`src/sv/illegal_opcode_trap_bus_sequencer_assert.svh`:
```
// ---------------------------------------------------------------------------
// Assertion macros for the trap bus sequencer
// Concurrent checks that vanish when SYNTHESIS is defined.
// ---------------------------------------------------------------------------
`ifndef ILLEGAL_OPCODE_TRAP_BUS_SEQUENCER_ASSERT_SVH
`define ILLEGAL_OPCODE_TRAP_BUS_SEQUENCER_ASSERT_SVH

`ifndef SYNTHESIS

// Checked at every edge outside reset.
`define IOTBS_ASSERT(name, clk, rst_n, prop) \
    name: assert property (@(posedge clk) disable iff (!rst_n) prop) \
        else $error("iotbs assertion failed");

// Checked at every edge, also during reset.
`define IOTBS_ASSERT_ALWAYS(name, clk, prop) \
    name: assert property (@(posedge clk) prop) \
        else $error("iotbs assertion failed");

`else

`define IOTBS_ASSERT(name, clk, rst_n, prop)
`define IOTBS_ASSERT_ALWAYS(name, clk, prop)

`endif

`endif

```
`src/sv/iotbs_pkg.sv`:
```
// ---------------------------------------------------------------------------
// Trap bus sequencer package
// Item layouts, operation and status codes, step codes and bus constants.
// ---------------------------------------------------------------------------
package iotbs_pkg;

    typedef enum logic [1:0] {
        KIND_CLEAR    = 2'd0,
        KIND_BEGIN_IO = 2'd1,
        KIND_BEGIN_UI = 2'd2,
        KIND_ACCEPT   = 2'd3
    } kind_t;

    typedef enum logic [1:0] {
        OP_RAM_RD  = 2'd0,
        OP_RAM_WR  = 2'd1,
        OP_PORT_RD = 2'd2,
        OP_PORT_WR = 2'd3
    } op_t;

    typedef enum logic [1:0] {
        ST_PENDING  = 2'd0,
        ST_INVALID  = 2'd1,
        ST_FAILED   = 2'd2,
        ST_COMPLETE = 2'd3
    } status_t;

    typedef enum logic [4:0] {
        S_IDLE   = 5'd0,
        S_IP_LO  = 5'd1,
        S_IP_HI  = 5'd2,
        S_CS_LO  = 5'd3,
        S_CS_HI  = 5'd4,
        S_WCS_LO = 5'd5,
        S_WCS_HI = 5'd6,
        S_WIP_LO = 5'd7,
        S_WIP_HI = 5'd8,
        S_M_OCW3 = 5'd9,
        S_M_ISR  = 5'd10,
        S_M_IMR  = 5'd11,
        S_S_OCW3 = 5'd12,
        S_S_ISR  = 5'd13,
        S_S_IMR  = 5'd14,
        S_WS_IMR = 5'd15,
        S_S_EOI  = 5'd16,
        S_WM_IMR = 5'd17,
        S_M_EOI  = 5'd18,
        S_CAUSE  = 5'd19,
        S_DONE   = 5'd20
    } step_t;

    // Configuration register indexes.
    localparam logic REG_CAUSE_ADDR = 1'b0;

    localparam logic [31:0] CAUSE_ADDR_RESET = 32'd1131;
    localparam logic [31:0] PIC1_CMD         = 32'h20;
    localparam logic [31:0] PIC1_DATA        = 32'h21;
    localparam logic [31:0] PIC2_CMD         = 32'ha0;
    localparam logic [31:0] PIC2_DATA        = 32'ha1;
    localparam logic [7:0]  OCW3_READ_ISR    = 8'h0b;
    localparam logic [7:0]  PIC_EOI          = 8'h20;
    localparam logic [7:0]  CASCADE_KEEP     = 8'hfb;
    localparam logic [7:0]  NO_CAUSE         = 8'hff;
    localparam logic [15:0] POINTER_WRAP     = 16'hffff;
    localparam logic [32:0] STACK_LIMIT      = 33'h0_ffff_fffc;

    typedef struct packed {
        logic [1:0]  kind;
        logic [15:0] stack_segment;
        logic [31:0] stack_offset;
        logic [1:0]  echo_kind;
        logic [31:0] echo_address;
        logic [7:0]  echo_value;
        logic [7:0]  read_data;
    } in_item_t;

    typedef struct packed {
        logic        accepted;
        logic [1:0]  run_status;
        logic        next_valid;
        logic [1:0]  next_kind;
        logic [31:0] next_address;
        logic [7:0]  next_value;
    } out_item_t;

    typedef struct packed {
        logic        valid;
        logic [1:0]  kind;
        logic [31:0] address;
        logic [7:0]  value;
    } req_t;

    typedef struct packed {
        step_t       step;
        status_t     status;
        logic [31:0] stack_address;
        logic [15:0] saved_pointer;
        logic [15:0] saved_segment;
        logic [7:0]  pri_isr;
        logic [7:0]  pri_imr;
        logic [7:0]  sec_isr;
        logic [7:0]  sec_imr;
    } state_t;

endpackage

```
`src/sv/iotbs_if.sv`:
```
// ---------------------------------------------------------------------------
// Trap bus sequencer channels
// Valid/ready channels for input items and result items.
// ---------------------------------------------------------------------------
interface iotbs_in_if;
    logic                valid;
    logic                ready;
    iotbs_pkg::in_item_t payload;

    modport source (output valid, output payload, input ready);
    modport sink (input valid, input payload, output ready);
endinterface

interface iotbs_out_if;
    logic                 valid;
    logic                 ready;
    iotbs_pkg::out_item_t payload;

    modport source (output valid, output payload, input ready);
    modport sink (input valid, input payload, output ready);
endinterface

```
`src/sv/iotbs_cfg.sv`:
```
// ---------------------------------------------------------------------------
// Trap bus sequencer configuration
// APB register file holding the cause byte address.
// ---------------------------------------------------------------------------
module iotbs_cfg (
    input  logic        clk,
    input  logic        rst_n,
    input  logic        psel,
    input  logic        penable,
    input  logic        pwrite,
    input  logic [2:0]  paddr,
    input  logic [31:0] pwdata,
    output logic [31:0] prdata,
    output logic        pready,
    output logic [31:0] cause_address
);

    logic [31:0] cause_addr_reg;
    logic        hit;

    // Word index sits in paddr[2]; the low bits are ignored.
    assign hit    = (paddr[2] == iotbs_pkg::REG_CAUSE_ADDR);
    assign pready = 1'b1;
    assign prdata = hit ? cause_addr_reg : 32'd0;
    assign cause_address = cause_addr_reg;

    always_ff @(posedge clk or negedge rst_n)
    begin
        if (!rst_n)
        begin
            cause_addr_reg <= iotbs_pkg::CAUSE_ADDR_RESET;
        end
        else if (psel && penable && pwrite && hit)
        begin
            cause_addr_reg <= pwdata;
        end
    end

endmodule

```
`src/sv/iotbs_core.sv`:
```
// ---------------------------------------------------------------------------
// Trap bus sequencer core
// Input register, step logic and result register with the sequencer state.
// ---------------------------------------------------------------------------
`include "illegal_opcode_trap_bus_sequencer_assert.svh"

module iotbs_core (
    input  logic              clk,
    input  logic              rst_n,
    input  logic [31:0]       cause_address,
    iotbs_in_if.sink          in_ch,
    iotbs_out_if.source       out_ch
);

    logic                 in_valid_reg;
    iotbs_pkg::in_item_t  in_item_reg;
    logic                 out_valid_reg;
    iotbs_pkg::out_item_t out_item_reg;
    iotbs_pkg::out_item_t out_item_next;
    iotbs_pkg::state_t    state_reg;
    iotbs_pkg::state_t    state_next;

    logic                 advance;
    logic                 fire;
    iotbs_pkg::req_t      cur_req;
    iotbs_pkg::req_t      new_req;
    logic                 echo_is_write;
    logic                 echo_match;
    logic                 ok;
    logic [32:0]          stack_sum;

    // Operation requested in a given state.
    function automatic iotbs_pkg::req_t req_of(iotbs_pkg::state_t s, logic [31:0] cause);
        iotbs_pkg::req_t r;
        logic [15:0]     cs1;
        logic [15:0]     ip1;
        r   = '0;
        cs1 = s.saved_segment + 16'd1;
        ip1 = s.saved_pointer + 16'd1;
        if (s.status == iotbs_pkg::ST_PENDING)
        begin
            r.valid = 1'b1;
            unique case (s.step)
                iotbs_pkg::S_IP_LO:
                begin
                    r.kind = iotbs_pkg::OP_RAM_RD; r.address = s.stack_address;
                end
                iotbs_pkg::S_IP_HI:
                begin
                    r.kind = iotbs_pkg::OP_RAM_RD; r.address = s.stack_address + 32'd1;
                end
                iotbs_pkg::S_CS_LO:
                begin
                    r.kind = iotbs_pkg::OP_RAM_RD; r.address = s.stack_address + 32'd2;
                end
                iotbs_pkg::S_CS_HI:
                begin
                    r.kind = iotbs_pkg::OP_RAM_RD; r.address = s.stack_address + 32'd3;
                end
                iotbs_pkg::S_WCS_LO:
                begin
                    r.kind = iotbs_pkg::OP_RAM_WR; r.address = s.stack_address + 32'd2;
                    r.value = cs1[7:0];
                end
                iotbs_pkg::S_WCS_HI:
                begin
                    r.kind = iotbs_pkg::OP_RAM_WR; r.address = s.stack_address + 32'd3;
                    r.value = cs1[15:8];
                end
                iotbs_pkg::S_WIP_LO:
                begin
                    r.kind = iotbs_pkg::OP_RAM_WR; r.address = s.stack_address;
                    r.value = ip1[7:0];
                end
                iotbs_pkg::S_WIP_HI:
                begin
                    r.kind = iotbs_pkg::OP_RAM_WR; r.address = s.stack_address + 32'd1;
                    r.value = ip1[15:8];
                end
                iotbs_pkg::S_M_OCW3:
                begin
                    r.kind = iotbs_pkg::OP_PORT_WR; r.address = iotbs_pkg::PIC1_CMD;
                    r.value = iotbs_pkg::OCW3_READ_ISR;
                end
                iotbs_pkg::S_M_ISR:
                begin
                    r.kind = iotbs_pkg::OP_PORT_RD; r.address = iotbs_pkg::PIC1_CMD;
                end
                iotbs_pkg::S_M_IMR:
                begin
                    r.kind = iotbs_pkg::OP_PORT_RD; r.address = iotbs_pkg::PIC1_DATA;
                end
                iotbs_pkg::S_S_OCW3:
                begin
                    r.kind = iotbs_pkg::OP_PORT_WR; r.address = iotbs_pkg::PIC2_CMD;
                    r.value = iotbs_pkg::OCW3_READ_ISR;
                end
                iotbs_pkg::S_S_ISR:
                begin
                    r.kind = iotbs_pkg::OP_PORT_RD; r.address = iotbs_pkg::PIC2_CMD;
                end
                iotbs_pkg::S_S_IMR:
                begin
                    r.kind = iotbs_pkg::OP_PORT_RD; r.address = iotbs_pkg::PIC2_DATA;
                end
                iotbs_pkg::S_WS_IMR:
                begin
                    r.kind = iotbs_pkg::OP_PORT_WR; r.address = iotbs_pkg::PIC2_DATA;
                    r.value = s.sec_imr | s.sec_isr;
                end
                iotbs_pkg::S_S_EOI:
                begin
                    r.kind = iotbs_pkg::OP_PORT_WR; r.address = iotbs_pkg::PIC2_CMD;
                    r.value = iotbs_pkg::PIC_EOI;
                end
                iotbs_pkg::S_WM_IMR:
                begin
                    // The cascade line stays unmasked.
                    r.kind = iotbs_pkg::OP_PORT_WR; r.address = iotbs_pkg::PIC1_DATA;
                    r.value = (s.pri_imr | s.pri_isr) & iotbs_pkg::CASCADE_KEEP;
                end
                iotbs_pkg::S_M_EOI:
                begin
                    r.kind = iotbs_pkg::OP_PORT_WR; r.address = iotbs_pkg::PIC1_CMD;
                    r.value = iotbs_pkg::PIC_EOI;
                end
                iotbs_pkg::S_CAUSE:
                begin
                    r.kind = iotbs_pkg::OP_RAM_WR; r.address = cause;
                    r.value = (s.pri_isr == 8'd0) ? iotbs_pkg::NO_CAUSE : s.pri_isr;
                end
                default:
                begin
                    r = '0;
                end
            endcase
        end
        return r;
    endfunction

    assign advance     = !out_valid_reg || out_ch.ready;
    assign fire        = in_valid_reg && advance;
    assign in_ch.ready = !in_valid_reg || advance;

    assign out_ch.valid   = out_valid_reg;
    assign out_ch.payload = out_item_reg;

    assign cur_req = req_of(state_reg, cause_address);

    assign echo_is_write = (in_item_reg.echo_kind == iotbs_pkg::OP_RAM_WR) ||
                           (in_item_reg.echo_kind == iotbs_pkg::OP_PORT_WR);
    assign echo_match = cur_req.valid &&
                        (in_item_reg.echo_kind == cur_req.kind) &&
                        (in_item_reg.echo_address == cur_req.address) &&
                        (!echo_is_write || (in_item_reg.echo_value == cur_req.value));

    assign stack_sum = {13'd0, in_item_reg.stack_segment, 4'd0} +
                       {1'b0, in_item_reg.stack_offset};

    always_comb
    begin
        state_next = state_reg;
        ok         = 1'b0;
        unique case (in_item_reg.kind)
            iotbs_pkg::KIND_CLEAR:
            begin
                state_next = '0;
            end
            iotbs_pkg::KIND_BEGIN_IO,
            iotbs_pkg::KIND_BEGIN_UI:
            begin
                if ((state_reg.status == iotbs_pkg::ST_PENDING) &&
                    (state_reg.step == iotbs_pkg::S_IDLE))
                begin
                    if (in_item_reg.kind == iotbs_pkg::KIND_BEGIN_UI)
                    begin
                        state_next.step = iotbs_pkg::S_M_OCW3;
                        ok = 1'b1;
                    end
                    else if (stack_sum > iotbs_pkg::STACK_LIMIT)
                    begin
                        state_next.status = iotbs_pkg::ST_INVALID;
                    end
                    else
                    begin
                        state_next.stack_address = stack_sum[31:0];
                        state_next.step = iotbs_pkg::S_IP_LO;
                        ok = 1'b1;
                    end
                end
            end
            default:
            begin
                if (!echo_match)
                begin
                    state_next.status = iotbs_pkg::ST_FAILED;
                end
                else
                begin
                    ok = 1'b1;
                    unique case (state_reg.step)
                        iotbs_pkg::S_IP_LO:
                        begin
                            state_next.saved_pointer = {8'd0, in_item_reg.read_data};
                            state_next.step = iotbs_pkg::S_IP_HI;
                        end
                        iotbs_pkg::S_IP_HI:
                        begin
                            state_next.saved_pointer =
                                {in_item_reg.read_data, state_reg.saved_pointer[7:0]};
                            state_next.step = iotbs_pkg::S_CS_LO;
                        end
                        iotbs_pkg::S_CS_LO:
                        begin
                            state_next.saved_segment = {8'd0, in_item_reg.read_data};
                            state_next.step = iotbs_pkg::S_CS_HI;
                        end
                        iotbs_pkg::S_CS_HI:
                        begin
                            // A wrapping IP carries into CS, which is written first.
                            state_next.saved_segment =
                                {in_item_reg.read_data, state_reg.saved_segment[7:0]};
                            state_next.step =
                                (state_reg.saved_pointer == iotbs_pkg::POINTER_WRAP) ?
                                iotbs_pkg::S_WCS_LO : iotbs_pkg::S_WIP_LO;
                        end
                        iotbs_pkg::S_M_ISR:
                        begin
                            state_next.pri_isr = in_item_reg.read_data;
                            state_next.step = (in_item_reg.read_data == 8'd0) ?
                                              iotbs_pkg::S_CAUSE : iotbs_pkg::S_M_IMR;
                        end
                        iotbs_pkg::S_M_IMR:
                        begin
                            state_next.pri_imr = in_item_reg.read_data;
                            state_next.step = iotbs_pkg::S_S_OCW3;
                        end
                        iotbs_pkg::S_S_ISR:
                        begin
                            state_next.sec_isr = in_item_reg.read_data;
                            state_next.step = (in_item_reg.read_data == 8'd0) ?
                                              iotbs_pkg::S_WM_IMR : iotbs_pkg::S_S_IMR;
                        end
                        iotbs_pkg::S_S_IMR:
                        begin
                            state_next.sec_imr = in_item_reg.read_data;
                            state_next.step = iotbs_pkg::S_WS_IMR;
                        end
                        iotbs_pkg::S_CAUSE:
                        begin
                            state_next.step = iotbs_pkg::S_DONE;
                            state_next.status = iotbs_pkg::ST_COMPLETE;
                        end
                        default:
                        begin
                            state_next.step = iotbs_pkg::step_t'(state_reg.step + 5'd1);
                        end
                    endcase
                end
            end
        endcase
    end

    assign new_req = req_of(state_next, cause_address);

    always_comb
    begin
        out_item_next.accepted     = ok;
        out_item_next.run_status   = state_next.status;
        out_item_next.next_valid   = new_req.valid;
        out_item_next.next_kind    = new_req.kind;
        out_item_next.next_address = new_req.address;
        out_item_next.next_value   = new_req.value;
    end

    always_ff @(posedge clk or negedge rst_n)
    begin
        if (!rst_n)
        begin
            in_valid_reg  <= 1'b0;
            out_valid_reg <= 1'b0;
            state_reg     <= '0;
        end
        else
        begin
            if (in_ch.ready)
            begin
                in_valid_reg <= in_ch.valid;
            end
            if (advance)
            begin
                out_valid_reg <= in_valid_reg;
            end
            if (fire)
            begin
                state_reg <= state_next;
            end
        end
    end

    always_ff @(posedge clk)
    begin
        if (in_ch.valid && in_ch.ready)
        begin
            in_item_reg <= in_ch.payload;
        end
        if (fire)
        begin
            out_item_reg <= out_item_next;
        end
    end

    `IOTBS_ASSERT(a_complete_at_done, clk, rst_n, (state_reg.status == iotbs_pkg::ST_COMPLETE) |-> (state_reg.step == iotbs_pkg::S_DONE))
    `IOTBS_ASSERT(a_no_request_unless_pending, clk, rst_n, (out_valid_reg && (out_item_reg.run_status != iotbs_pkg::ST_PENDING)) |-> !out_item_reg.next_valid)
    `IOTBS_ASSERT(a_clear_resets_state, clk, rst_n, (fire && (in_item_reg.kind == iotbs_pkg::KIND_CLEAR)) |=> ((state_reg.step == iotbs_pkg::S_IDLE) && (state_reg.status == iotbs_pkg::ST_PENDING)))
    `IOTBS_ASSERT(a_accept_status, clk, rst_n, (out_valid_reg && out_item_reg.accepted) |-> ((out_item_reg.run_status == iotbs_pkg::ST_PENDING) || (out_item_reg.run_status == iotbs_pkg::ST_COMPLETE)))
    `IOTBS_ASSERT(a_step_in_range, clk, rst_n, (state_reg.step <= iotbs_pkg::S_DONE))

endmodule

```
`src/sv/illegal_opcode_trap_bus_sequencer.sv`:
```
// ---------------------------------------------------------------------------
// Illegal-opcode trap bus sequencer
// Steps through the bus operations of an illegal-opcode or unexpected
// interrupt trap, checking each echoed operation.
// ---------------------------------------------------------------------------
// The block takes one item per clock cycle, back to back, while the output
// side is not stalled, and gives exactly one result item for each. An item
// passes an input register, the step logic and a result register, which it
// enters when the result register is empty or its item is being taken; a
// stalled result is held while one further item waits in the input register.
// The sequencer state updates as each item enters the result register, which
// keeps the one-cycle rate. The user must write the cause byte address over
// the APB port only while the block is idle; the block does not enforce it.
module illegal_opcode_trap_bus_sequencer (
    input  logic        clk,
    input  logic        rst_n,
    iotbs_in_if.sink    in_ch,
    iotbs_out_if.source out_ch,
    input  logic        psel,
    input  logic        penable,
    input  logic        pwrite,
    input  logic [2:0]  paddr,
    input  logic [31:0] pwdata,
    output logic [31:0] prdata,
    output logic        pready
);

    logic [31:0] cause_address;

    iotbs_cfg u_cfg (
        .clk           (clk),
        .rst_n         (rst_n),
        .psel          (psel),
        .penable       (penable),
        .pwrite        (pwrite),
        .paddr         (paddr),
        .pwdata        (pwdata),
        .prdata        (prdata),
        .pready        (pready),
        .cause_address (cause_address)
    );

    iotbs_core u_core (
        .clk           (clk),
        .rst_n         (rst_n),
        .cause_address (cause_address),
        .in_ch         (in_ch),
        .out_ch        (out_ch)
    );

endmodule
```
`src/flat_wrapper.sv`:
```
// flat-port wrapper written by rule: the top's interface ports become plain ports
module illegal_opcode_trap_bus_sequencer_flat 
  (clk, rst_n, psel, penable, pwrite, paddr, pwdata, prdata, pready, in_ch_valid, in_ch_payload, in_ch_ready, out_ch_valid, out_ch_payload, out_ch_ready);
  iotbs_in_if in_ch_i ();
  iotbs_out_if out_ch_i ();
  input  logic clk;
  input  logic rst_n;
  input  logic psel;
  input  logic penable;
  input  logic pwrite;
  input  logic [2:0] paddr;
  input  logic [31:0] pwdata;
  output logic [31:0] prdata;
  output logic pready;
  input wire logic [$bits(in_ch_i.valid)-1:0] in_ch_valid;
  input wire logic [$bits(in_ch_i.payload)-1:0] in_ch_payload;
  output wire logic [$bits(in_ch_i.ready)-1:0] in_ch_ready;
  output wire logic [$bits(out_ch_i.valid)-1:0] out_ch_valid;
  output wire logic [$bits(out_ch_i.payload)-1:0] out_ch_payload;
  input wire logic [$bits(out_ch_i.ready)-1:0] out_ch_ready;
  assign in_ch_i.valid = in_ch_valid;
  assign in_ch_i.payload = in_ch_payload;
  assign in_ch_ready = in_ch_i.ready;
  assign out_ch_valid = out_ch_i.valid;
  assign out_ch_payload = out_ch_i.payload;
  assign out_ch_i.ready = out_ch_ready;
  illegal_opcode_trap_bus_sequencer u_core (.clk(clk), .rst_n(rst_n), .in_ch(in_ch_i), .out_ch(out_ch_i), .psel(psel), .penable(penable), .pwrite(pwrite), .paddr(paddr), .pwdata(pwdata), .prdata(prdata), .pready(pready));
endmodule
```
`config.mk`:
```
export PLATFORM = sky130hd
export DESIGN_NAME = illegal_opcode_trap_bus_sequencer_flat
export DESIGN_NICKNAME = d
export VERILOG_FILES = /design/src/sv/iotbs_pkg.sv /design/src/sv/iotbs_if.sv /design/src/sv/iotbs_cfg.sv /design/src/sv/iotbs_core.sv /design/src/sv/illegal_opcode_trap_bus_sequencer.sv /design/src/flat_wrapper.sv
export VERILOG_INCLUDE_DIRS = /design/src /design/src/sv
export SDC_FILE = /design/constraint.sdc
export NUM_CORES = 1
export LEC_CHECK = 0
export ABC_AREA = 1
export BUFFER_PORTS_ARGS = -buffer_cell sky130_fd_sc_hd__buf_2
export CAP_MARGIN = 20
export CORE_ASPECT_RATIO = 1.75
export CORE_UTILIZATION = 49
export CTS_CLUSTER_DIAMETER = 40
export CTS_CLUSTER_SIZE = 40
export DETAILED_ROUTE_END_ITERATION = 8
export HOLD_SLACK_MARGIN = 0.1
export PLACE_DENSITY = 0.68
export SLEW_MARGIN = 10
export SYNTH_ARGS = -nofsm -noshare
export SYNTH_HDL_FRONTEND = slang
export SYNTH_SLANG_ARGS = --single-unit
```
`constraint.sdc`:
```
create_clock -name clk -period 5.85 [get_ports clk]
set_clock_uncertainty 0.05 [all_clocks]
set_input_delay 0.2925 -clock clk [delete_from_list [all_inputs] [get_ports clk]]
set_output_delay 0.2925 -clock clk [all_outputs]
set_load 0.05 [all_outputs]
```
==> results of run 1 <==
repair_timing:
action / in CTS
buffers inserted: 0
hold buffers: 137
endpoints found under the hold margin: 204
metrics by stage:
step | setup slack (ns) | utilization, % | area (um^2) | hold WS (ns) | instances
after floorplan | 1.44 | - | 25200 | -0.0531 | 4169
after global placement | 0.360 | 57.1 | 29000 | 0.336 | 5220
after CTS | 0.257 | 62.4 | 31700 | 0.279 | 5426
after detailed placement | 0.261 | 57.1 | 29000 | 0.346 | 5220
kinds of logic after synthesis:
kind of cell	Yosys count	synth area share (%)
compound gates	556	11.9
xor+xnor	34	1.18
fa+ha+maj	36	1.81
buf+inv	640	10.2
flops	282	30.9
other cells	1	0.0149
simple gates	2620	44.1
metal layers:
metal / track usage, % / overflow
met1: 48.8 / 0
met2: 81.9 / 0
met3: 18.4 / 0
met4: 56.9 / 1
met5: 0.362 / 0
==> results.sh, run 1 <==
export IMPL_syn_num_nets=4347
export IMPL_synth_area_um2=25200
export IMPL_yosysMostFrequentCell="nand2_1"
export IMPL_cts_resized=0
export IMPL_ys_warnings_count=0
export IMPL_grt_pass1_vias=31600
export IMPL_cts_buffers=38
export IMPL_synth_common_cells="1409 x nand2_1, 527 x nor2_1, 470 x inv_1"
export IMPL_gp_congestion=1.10
export IMPL_die_h_um=302
export IMPL_die_w_um=174
export IMPL_ios=223
export IMPL_outcome="aborted with a tool error"
export IMPL_async_reset_ff_share_pct=48.2
export IMPL_stop_stage="5_1_grt"
export IMPL_clock_path_buffers=3
export IMPL_syn_inst=4169
export IMPL_synth_top_area_cell="nand2_1"
export IMPL_synth_cell_types=57
export IMPL_synth_ff_type="edfxtp_1"
export IMPL_avgSynthCellArea_um2=6.06
export IMPL_grt_use_total_pct=51.2
export IMPL_error="[ERROR GRT-0116] Global routing finished with congestion. Check the congestion regions in the DRC Viewer."
export IMPL_htreeDepth=2
export IMPL_ys_top_cells_by_area="nand2_1 21%, edfxtp_1 17%, dfrtp_1 13%"
export IMPL_hpwl_mm=95.7
export IMPL_synth_seq_cells=282
export IMPL_floorplan_rows=109
export IMPL_grt_max_degree=86
export IMPL_start_util_pct=49.8
export IMPL_port_buffers=219
export IMPL_seq_area_frac_synth_pct=30.9
export IMPL_grt_pass1_wl_mm=197
export IMPL_synth_edf_count=146
export IMPL_root_buffer="clkbuf_16"
export IMPL_yosysTopAreaCellShare_pct=21.0
export IMPL_grt_ovfl_total=1
export IMPL_cts_num_sinks=282
==> run 2: changes to the inputs <==
CORE_ASPECT_RATIO = not set   (was 1.75)
CORE_UTILIZATION = 34   (was 49)
CTS_CLUSTER_DIAMETER = not set   (was 40)
CTS_CLUSTER_SIZE = not set   (was 40)
HOLD_SLACK_MARGIN = not set   (was 0.1)
PLACE_DENSITY = not set   (was 0.68)
PLACE_DENSITY_LB_ADDON = 0.15   (was not set)
==> run 2 against run 1 <==
  * The run now ends clean
  * Synthesized area did not move
  * Synthesized cell count did not move
==> results.sh, run 2 <==
export IMPL_core_area_um2=73200
export IMPL_power_per_cell_area_nw_per_um2=310
export IMPL_cpPeakStageDelay_ns=0.46
export IMPL_htreeDepth=2
export IMPL_mostFrequentLayoutCell="nand2_1"
export IMPL_synth_seq_cells=282
export IMPL_crit_path_end_kind="flip-flop"
export IMPL_crit_path_max_fanout=16
export IMPL_fmax_ghz=0.184
export IMPL_ys_top_cells_by_area="nand2_1 21%, edfxtp_1 17%, dfrtp_1 13%"
export IMPL_synth_edf_count=146
export IMPL_nets=4748
export IMPL_outcome="complete, no violations"
export IMPL_worstMarginPinSlew_ns=1.06
export IMPL_wl_per_cell_um=20.1
export IMPL_hpwl_mm=86.5
export IMPL_most_common_layout_cells="1405 x nand2_1, 517 x nor2_1, 468 x inv_1"
export IMPL_setup_violations=0
export IMPL_clkTransAtPathRegs_ns=0.07
export IMPL_yosysMostFrequentCell="nand2_1"
export IMPL_syn_num_nets=4347
export IMPL_n_antenna_cell=0
export IMPL_rsz0062_at_grt="no"
export IMPL_fill_cells=7938
export IMPL_die_area_um2=75300
export IMPL_clock_path_buffers=3
export IMPL_cts_buffers=38
export IMPL_root_buffer="clkbuf_16"
export IMPL_grt_ovfl_total=0
export IMPL_die_h_um=274
export IMPL_viasPerCell=5.22
export IMPL_synth_top_area_cell="nand2_1"
export IMPL_gp_congestion=0.996
export IMPL_synth_area_um2=25200
export IMPL_cts_num_sinks=282
export IMPL_yosysTopAreaCellShare_pct=21.0
export IMPL_port_buffers=219
export IMPL_hp_class="in -> reg"
export IMPL_leakage_uw=0.0149
export IMPL_floorplan_rows=99
export IMPL_path_buf_inv=5
export IMPL_die_w_um=274
export IMPL_synth_common_cells="1409 x nand2_1, 527 x nor2_1, 470 x inv_1"
export IMPL_hold_viol_final=0
export IMPL_final_max_slew_viol_count=0
export IMPL_crit_family="simple AND/OR/NAND/NOR gates"
export IMPL_slew_headroom_pct=29.5
export IMPL_layout_drive_gt1_share_pct=12.3
export IMPL_maxCapViolCount=0
export IMPL_ys_warnings_count=0
export IMPL_route_detailed_drc=0
export IMPL_multi_input_area_um2=15000
export IMPL_post_route_util_pct=42.0
export IMPL_finalCriticalPeriod_ns=5.45
export IMPL_synth_cell_types=57
export IMPL_ios=223
export IMPL_cp_arrival_ns=5.83
export IMPL_largest_reg_flops=102
export IMPL_antenna_found_initial=0
export IMPL_num_vias=29000
export IMPL_syn_inst=4169
export IMPL_drt_total_wl_mm=112
export IMPL_async_reset_ff_share_pct=48.2
export IMPL_slowest_stage="dfrtp_1"
export IMPL_critPathRequiredTime_ns=6.24
export IMPL_seq_area_frac_synth_pct=30.9
export IMPL_syn_to_final_growth_pct=21.7
export IMPL_avgSynthCellArea_um2=6.06
export IMPL_fin_setup_tns_ns=0
export IMPL_grt_pass1_wl_mm=166
export IMPL_grt_pass1_vias=27400
export IMPL_finalCritPeriodShare_pct=93.1
export IMPL_critPathKind="reg -> reg"
export IMPL_drtAntennaViolNets=0
export IMPL_drtPass1Iterations=6
export IMPL_peakVddDrop_v=0.000332
export IMPL_crit_top_cell="nand2_1"
export IMPL_ff_latch_area_um2=7790
export IMPL_start_util_pct=34.5
export IMPL_clk_latency_ns=0.57
export IMPL_synth_ff_type="edfxtp_1"
export IMPL_cts_tree="built"
export IMPL_grt_use_total_pct=29.3
export IMPL_drt_iter0_drc=2543
export IMPL_grt_max_degree=105
export IMPL_start_kind="flip-flop"
run 2: area by class of cell:
class | instances | area share [%]
Tap cell | 959 | 3.91
Inverter | 497 | 6.09
Clock buffer | 46 | 3.30
Timing Repair Buffer | 503 | 12.0
Multi-Input combinational cell | 3248 | 48.8
Clock inverter | 23 | 0.583
Sequential cell | 282 | 25.4
run 2: cell families after synthesis:
family                   after synthesis  synth area share (%)
buffers and inverters                640                  10.2
XOR/XNOR                              34                  1.18
AO/OA/AOI/OAI                        556                  11.9
flip-flops                           282                  30.9
adder cells (fa/ha/maj)               36                  1.81
AND/OR/NAND/NOR                     2620                  44.1
other                                  1                0.0149
run 2: worst paths after layout:
check / from / endpoint / slack [ns] / depth (start not counted)
max: u_core.u_core.state_reg[99] / u_core.u_core.out_ch.payload[27] / 0.40 / 28
min: out_ch_ready / u_core.u_core.out_ch.valid / 0.03 / 4
max reg2reg: u_core.u_core.state_reg[99] / u_core.u_core.out_ch.payload[27] / 0.40 / 28
min reg2reg: u_core.u_core.state_reg[4] / u_core.u_core.state_reg[4] / 0.44 / 2
max in group asynchronous: rst_n / u_core.u_cfg.cause_address[15] / 3.99 / 3
min in group asynchronous: rst_n / u_core.u_core.state_reg[59] / 0.37 / 2
run 2: worst register-to-register path: cells and delay by family (launching register included):
kind / cells / cell delay, ns
DFF: 1 / 0.46
adders and majority gates: 1 / 0.28
and+or+nand+nor: 18 / 2.70
AOI/OAI and AO/OA: 4 / 0.85
buffers and inverters: 5 / 0.96
run 2: timing repair:
action,in CTS,in global routing
setup endpoints to repair,0,38
endpoints found under the hold margin,213,0
gates resized for setup,0,17
setup buffers,0,4
hold buffers,134,0
run 2: metrics by stage:
stage	setup WS [ns]	power (uW)	cells	hold WS [ns]	instance area, um^2
3_3_place_gp	0.362	7110	5349	0.401	28100
6_report	0.403	9540	5558	0.0266	30700
3_5_place_dp	0.357	7130	5349	0.395	28100
4_1_cts	0.305	9520	5552	0.00555	30600
5_1_grt	0.00114	10100	5558	0.0374	30700
2_1_floorplan	1.44	5480	4169	-0.0531	25200
run 2: report_power, final:
part,internal [uW],switching (uW),total (uW)
logic,1190,3050,4250
registers,2470,532,3000
clock network,1330,961,2290
total,4990,4550,9540
run 2: per-layer routing:
layer  global-route usage [%]  wire length, um  up-vias
met5                        0                0        -
met4                     18.2             7590        0
met3                     3.17             6360      238
met2                     49.3            52500     1028
met1                     35.8            45000    13400
li1                         -                -    14300
No activity file was read; power rests on OpenSTA's default activity.
==> run 3: changes to the inputs <==
--- a/config.mk
+++ b/config.mk
@@ -8,3 +8,2 @@
 export LEC_CHECK = 0
-export ABC_AREA = 1
 export BUFFER_PORTS_ARGS = -buffer_cell sky130_fd_sc_hd__buf_2
@@ -14,2 +13,3 @@
 export PLACE_DENSITY_LB_ADDON = 0.15
+export REMOVE_ABC_BUFFERS = 1
 export SLEW_MARGIN = 10
==> constraint.sdc (replaced) <==
create_clock -name clk -period 5.85 [get_ports clk]
set_clock_uncertainty 0.05 [all_clocks]
set_input_delay 1.17 -clock clk [delete_from_list [all_inputs] [get_ports clk]]
set_output_delay 1.17 -clock clk [all_outputs]
set_load 0.05 [all_outputs]
==> run 3 against run 2 <==
  * The run now ends with design-rule violations, negative setup slack left
  * Synthesized cell count decreased by 34%
  * Sequential share of layout area decreased by 1.7 points
  * Clock power increased by 4%
  * Die area decreased by 9.5%
  * Critical endpoint is now u_core.u_core.out_ch.payload[28]
  * Wire length increased by 7.3%
  * Worst hold slack improved by 0.46 ns
  * Via count decreased by 6.7%
  * Global-route usage increased by 4.7 points
  * Sequential power decreased by 12%
  * Final area increased by 7.2%
  * Final cell count decreased by 19%
==> results.sh, run 3 <==
export IMPL_rsz0062_at_grt="yes"
export IMPL_root_buffer="clkbuf_16"
export IMPL_dp_cells=4361
export IMPL_slew_headroom_pct=15.5
export IMPL_yosysMostFrequentCell="nand2_1"
export IMPL_crit_chain="buf_4 > buf_4 > nor4bb_1 > buf_4 > nand2_1 > o31ai_2 > or4_1 > nand4_1 > or4b_4 > a221oi_4 > nand4_1 > buf_6 > nor3_4 > buf_12 > buf_4 > mux2_4 > xnor2_4 > and2_4 > a211o_1 > or4b_1 > and3_1"
export IMPL_htreeDepth=2
export IMPL_drt_iter0_drc=2797
export IMPL_num_vias=27100
export IMPL_syn_inst=2749
export IMPL_grt_max_degree=101
export IMPL_cp_arrival_ns=6.26
export IMPL_grt_use_total_pct=34.0
export IMPL_antenna_found_initial=2
export IMPL_grt_pass1_vias=26300
export IMPL_core_area_um2=66100
export IMPL_synth_top_area_cell="edfxtp_1"
export IMPL_cpPeakStageDelay_ns=0.59
export IMPL_critPathRequiredTime_ns=6.13
export IMPL_post_route_util_pct=49.8
export IMPL_drtAntennaViolNets=0
export IMPL_nets=3760
export IMPL_setup_violations=17
export IMPL_die_area_um2=68100
export IMPL_most_common_layout_cells="714 x buf_4, 397 x nand2_1, 218 x buf_2"
export IMPL_peakVddDrop_v=0.000244
export IMPL_wl_per_cell_um=26.7
export IMPL_start_util_pct=34.5
export IMPL_final_max_slew_viol_count=0
export IMPL_fin_setup_tns_ns=-0.967
export IMPL_finalCritPeriodShare_pct=102
export IMPL_whs_ns=0.489
export IMPL_r2r_slack_ns=-0.13
export IMPL_fmax_ghz=0.167
export IMPL_clk_latency_ns=0.58
export IMPL_synth_cell_types=107
export IMPL_hpwl_mm=94.2
export IMPL_floorplan_rows=94
export IMPL_violations="design-rule violations, negative setup slack"
export IMPL_clock_path_buffers=3
export IMPL_route_detailed_drc=1
export IMPL_worstMarginPinSlew_ns=1.26
export IMPL_maxCapViolCount=0
export IMPL_ys_top_cells_by_area="edfxtp_1 19%, dfrtp_1 14%, nand2_1 6.7%"
export IMPL_drtPass1Iterations=9
export IMPL_synth_seq_cells=282
export IMPL_async_reset_ff_share_pct=48.2
export IMPL_crit_path_max_fanout=10
export IMPL_crit_top_cell="buf_4"
export IMPL_finalWorstSetupSlack_ns=-0.127
export IMPL_r2r_end="u_core.u_core.out_ch.payload[28]"
export IMPL_cts_tree="built"
export IMPL_largest_reg_flops=102
export IMPL_cts_buffers=38
export IMPL_synth_ff_type="edfxtp_1"
export IMPL_grt_ovfl_total=0
export IMPL_seq_area_frac_synth_pct=34.2
export IMPL_viasPerCell=6.05
export IMPL_drt_total_wl_mm=120
export IMPL_hold_viol_final=0
export IMPL_die_h_um=261
export IMPL_p_total_uw=9010
export IMPL_start_kind="flip-flop"
export IMPL_cts_num_sinks=282
export IMPL_finalCriticalPeriod_ns=5.98
export IMPL_slowest_stage="o31ai_2"
export IMPL_synth_edf_count=146
export IMPL_clkTransAtPathRegs_ns=0.06
export IMPL_postCtsHoldBufs=0
export IMPL_yosysTopAreaCellShare_pct=19.2
export IMPL_die_w_um=261
export IMPL_hp_class="in -> async"
export IMPL_gp_congestion=0.987
export IMPL_syn_to_final_growth_pct=44.3
export IMPL_power_per_cell_area_nw_per_um2=274
export IMPL_mostFrequentLayoutCell="buf_4"
export IMPL_ys_warnings_count=0
export IMPL_avgSynthCellArea_um2=8.30
export IMPL_grt_pass1_wl_mm=171
export IMPL_ff2ff_path_depth=21
export IMPL_port_buffers=219
export IMPL_synth_area_um2=22800
export IMPL_leakage_uw=0.0133
export IMPL_crit_path_end_kind="flip-flop"
export IMPL_outcome="complete, but fails checks"
export IMPL_reg2reg_from="u_core.u_core.state_reg[101]"
export IMPL_layout_drive_gt1_share_pct=37.2
export IMPL_critPathKind="reg -> reg"
export IMPL_ios=223
export IMPL_synth_common_cells="406 x nand2_1, 185 x o21ai_0, 152 x nor2_1"
export IMPL_final_cells=4476
-- run 3: cell types whose count changed after synthesis, moves of 47 or more --
cell      previous run  this run
nor4_1               4        59
mux2_2               0        56
nor2_1             527       152
nor3_1              27        87
inv_1              470        61
nor2b_1              0        47
nand3_1            456        82
o21ai_0            287       185
clkbuf_1            71       129
nand2_1           1409       406
-- run 3: how the worst max path moves through the flow --
stage,startpoint,to,slack [ns],cells past startpoint
after floorplan,u_core.u_core.state_reg[100],u_core.u_core.out_ch.payload[0],-4.12,14
after global placement,u_core.u_core.state_reg[99],u_core.u_core.out_ch.payload[7],-1.01,21
after detailed placement,u_core.u_core.state_reg[99],u_core.u_core.out_ch.payload[7],-1.01,21
after CTS,u_core.u_core.state_reg[99],u_core.u_core.out_ch.payload[7],-0.02,25
after global routing,u_core.u_core.state_reg[101],u_core.u_core.out_ch.payload[24],-0.26,21
final,u_core.u_core.state_reg[101],u_core.u_core.out_ch.payload[28],-0.13,21
-- run 3: cell families (layout without fill, tap and decap cells) --
logic type	count (synthesis)	in the layout	synth area share [%]
buffers and inverters	253	1115	4.51
XOR/XNOR	76	76	3.02
adder cells (fa/ha/maj)	37	37	2.05
AND/OR/NAND/NOR	1145	1145	25.7
flip-flops	282	282	34.2
multiplexers	90	90	4.30
AO/OA/AOI/OAI	865	865	26.2
other	1	2	0.0164
-- run 3: cell type report --
cell class / instances / area [um^2]
fill: 6335 / 33200
multi-input combinational: 2214 / 15400
sequential: 282 / 7800
timing repair buffer: 983 / 7150
tap: 864 / 1080
clock buffer: 48 / 1030
inverter: 63 / 240
clock inverter: 21 / 201
antenna: 1 / 2.50
-- run 3: per-stage QoR --
| stage | area, um^2 | setup WS (ns) |
|---|---|---|
| floorplan | 22000 | -4.12 |
| global placement | 29800 | -1.01 |
| detailed placement | 29800 | -1.01 |
| CTS | 31600 | -0.0212 |
| global route | 32900 | -0.259 |
| finish | 32900 | -0.127 |
-- run 3: report_power, final --
group          leakage [uW]  internal, uW  switching [uW]
Combinational       0.00952          1570            2420
Clock              0.000601          1390             989
Sequential          0.00321          2320             330
-- run 3: repair_timing --
action / in CTS / in global routing
cloned: 0 / 0
gates resized for setup: 89 / 214
buffers inserted: 12 / 36
endpoints found under the setup margin: 51 / 43
pin swaps: 20 / 75
-- run 3: worst max-delay path: cells and delay by family, from the launching register on --
| family | cells | cell delay [ns] |
|---|---|---|
| muxes | 1 | 0.34 |
| and+or+nand+nor | 10 | 2.39 |
| buffers and inverters | 6 | 1.05 |
| xor gates and xnor gates | 1 | 0.17 |
| DFF | 1 | 0.51 |
| AOI/OAI and AO/OA | 3 | 1.20 |
-- run 3: per-layer routing --
layer / share of wire (%) / GRT usage (%) / vias to the layer above / wire length, um
met4: 8.3 / 24.4 / 2 / 9870
met1: 37 / 39.3 / 13300 / 44800
li1: - / - / 12200 / -
met3: 6.4 / 4.68 / 371 / 7650
met2: 48 / 57.9 / 1207 / 57200
met5: 0.010 / 0 / - / 12
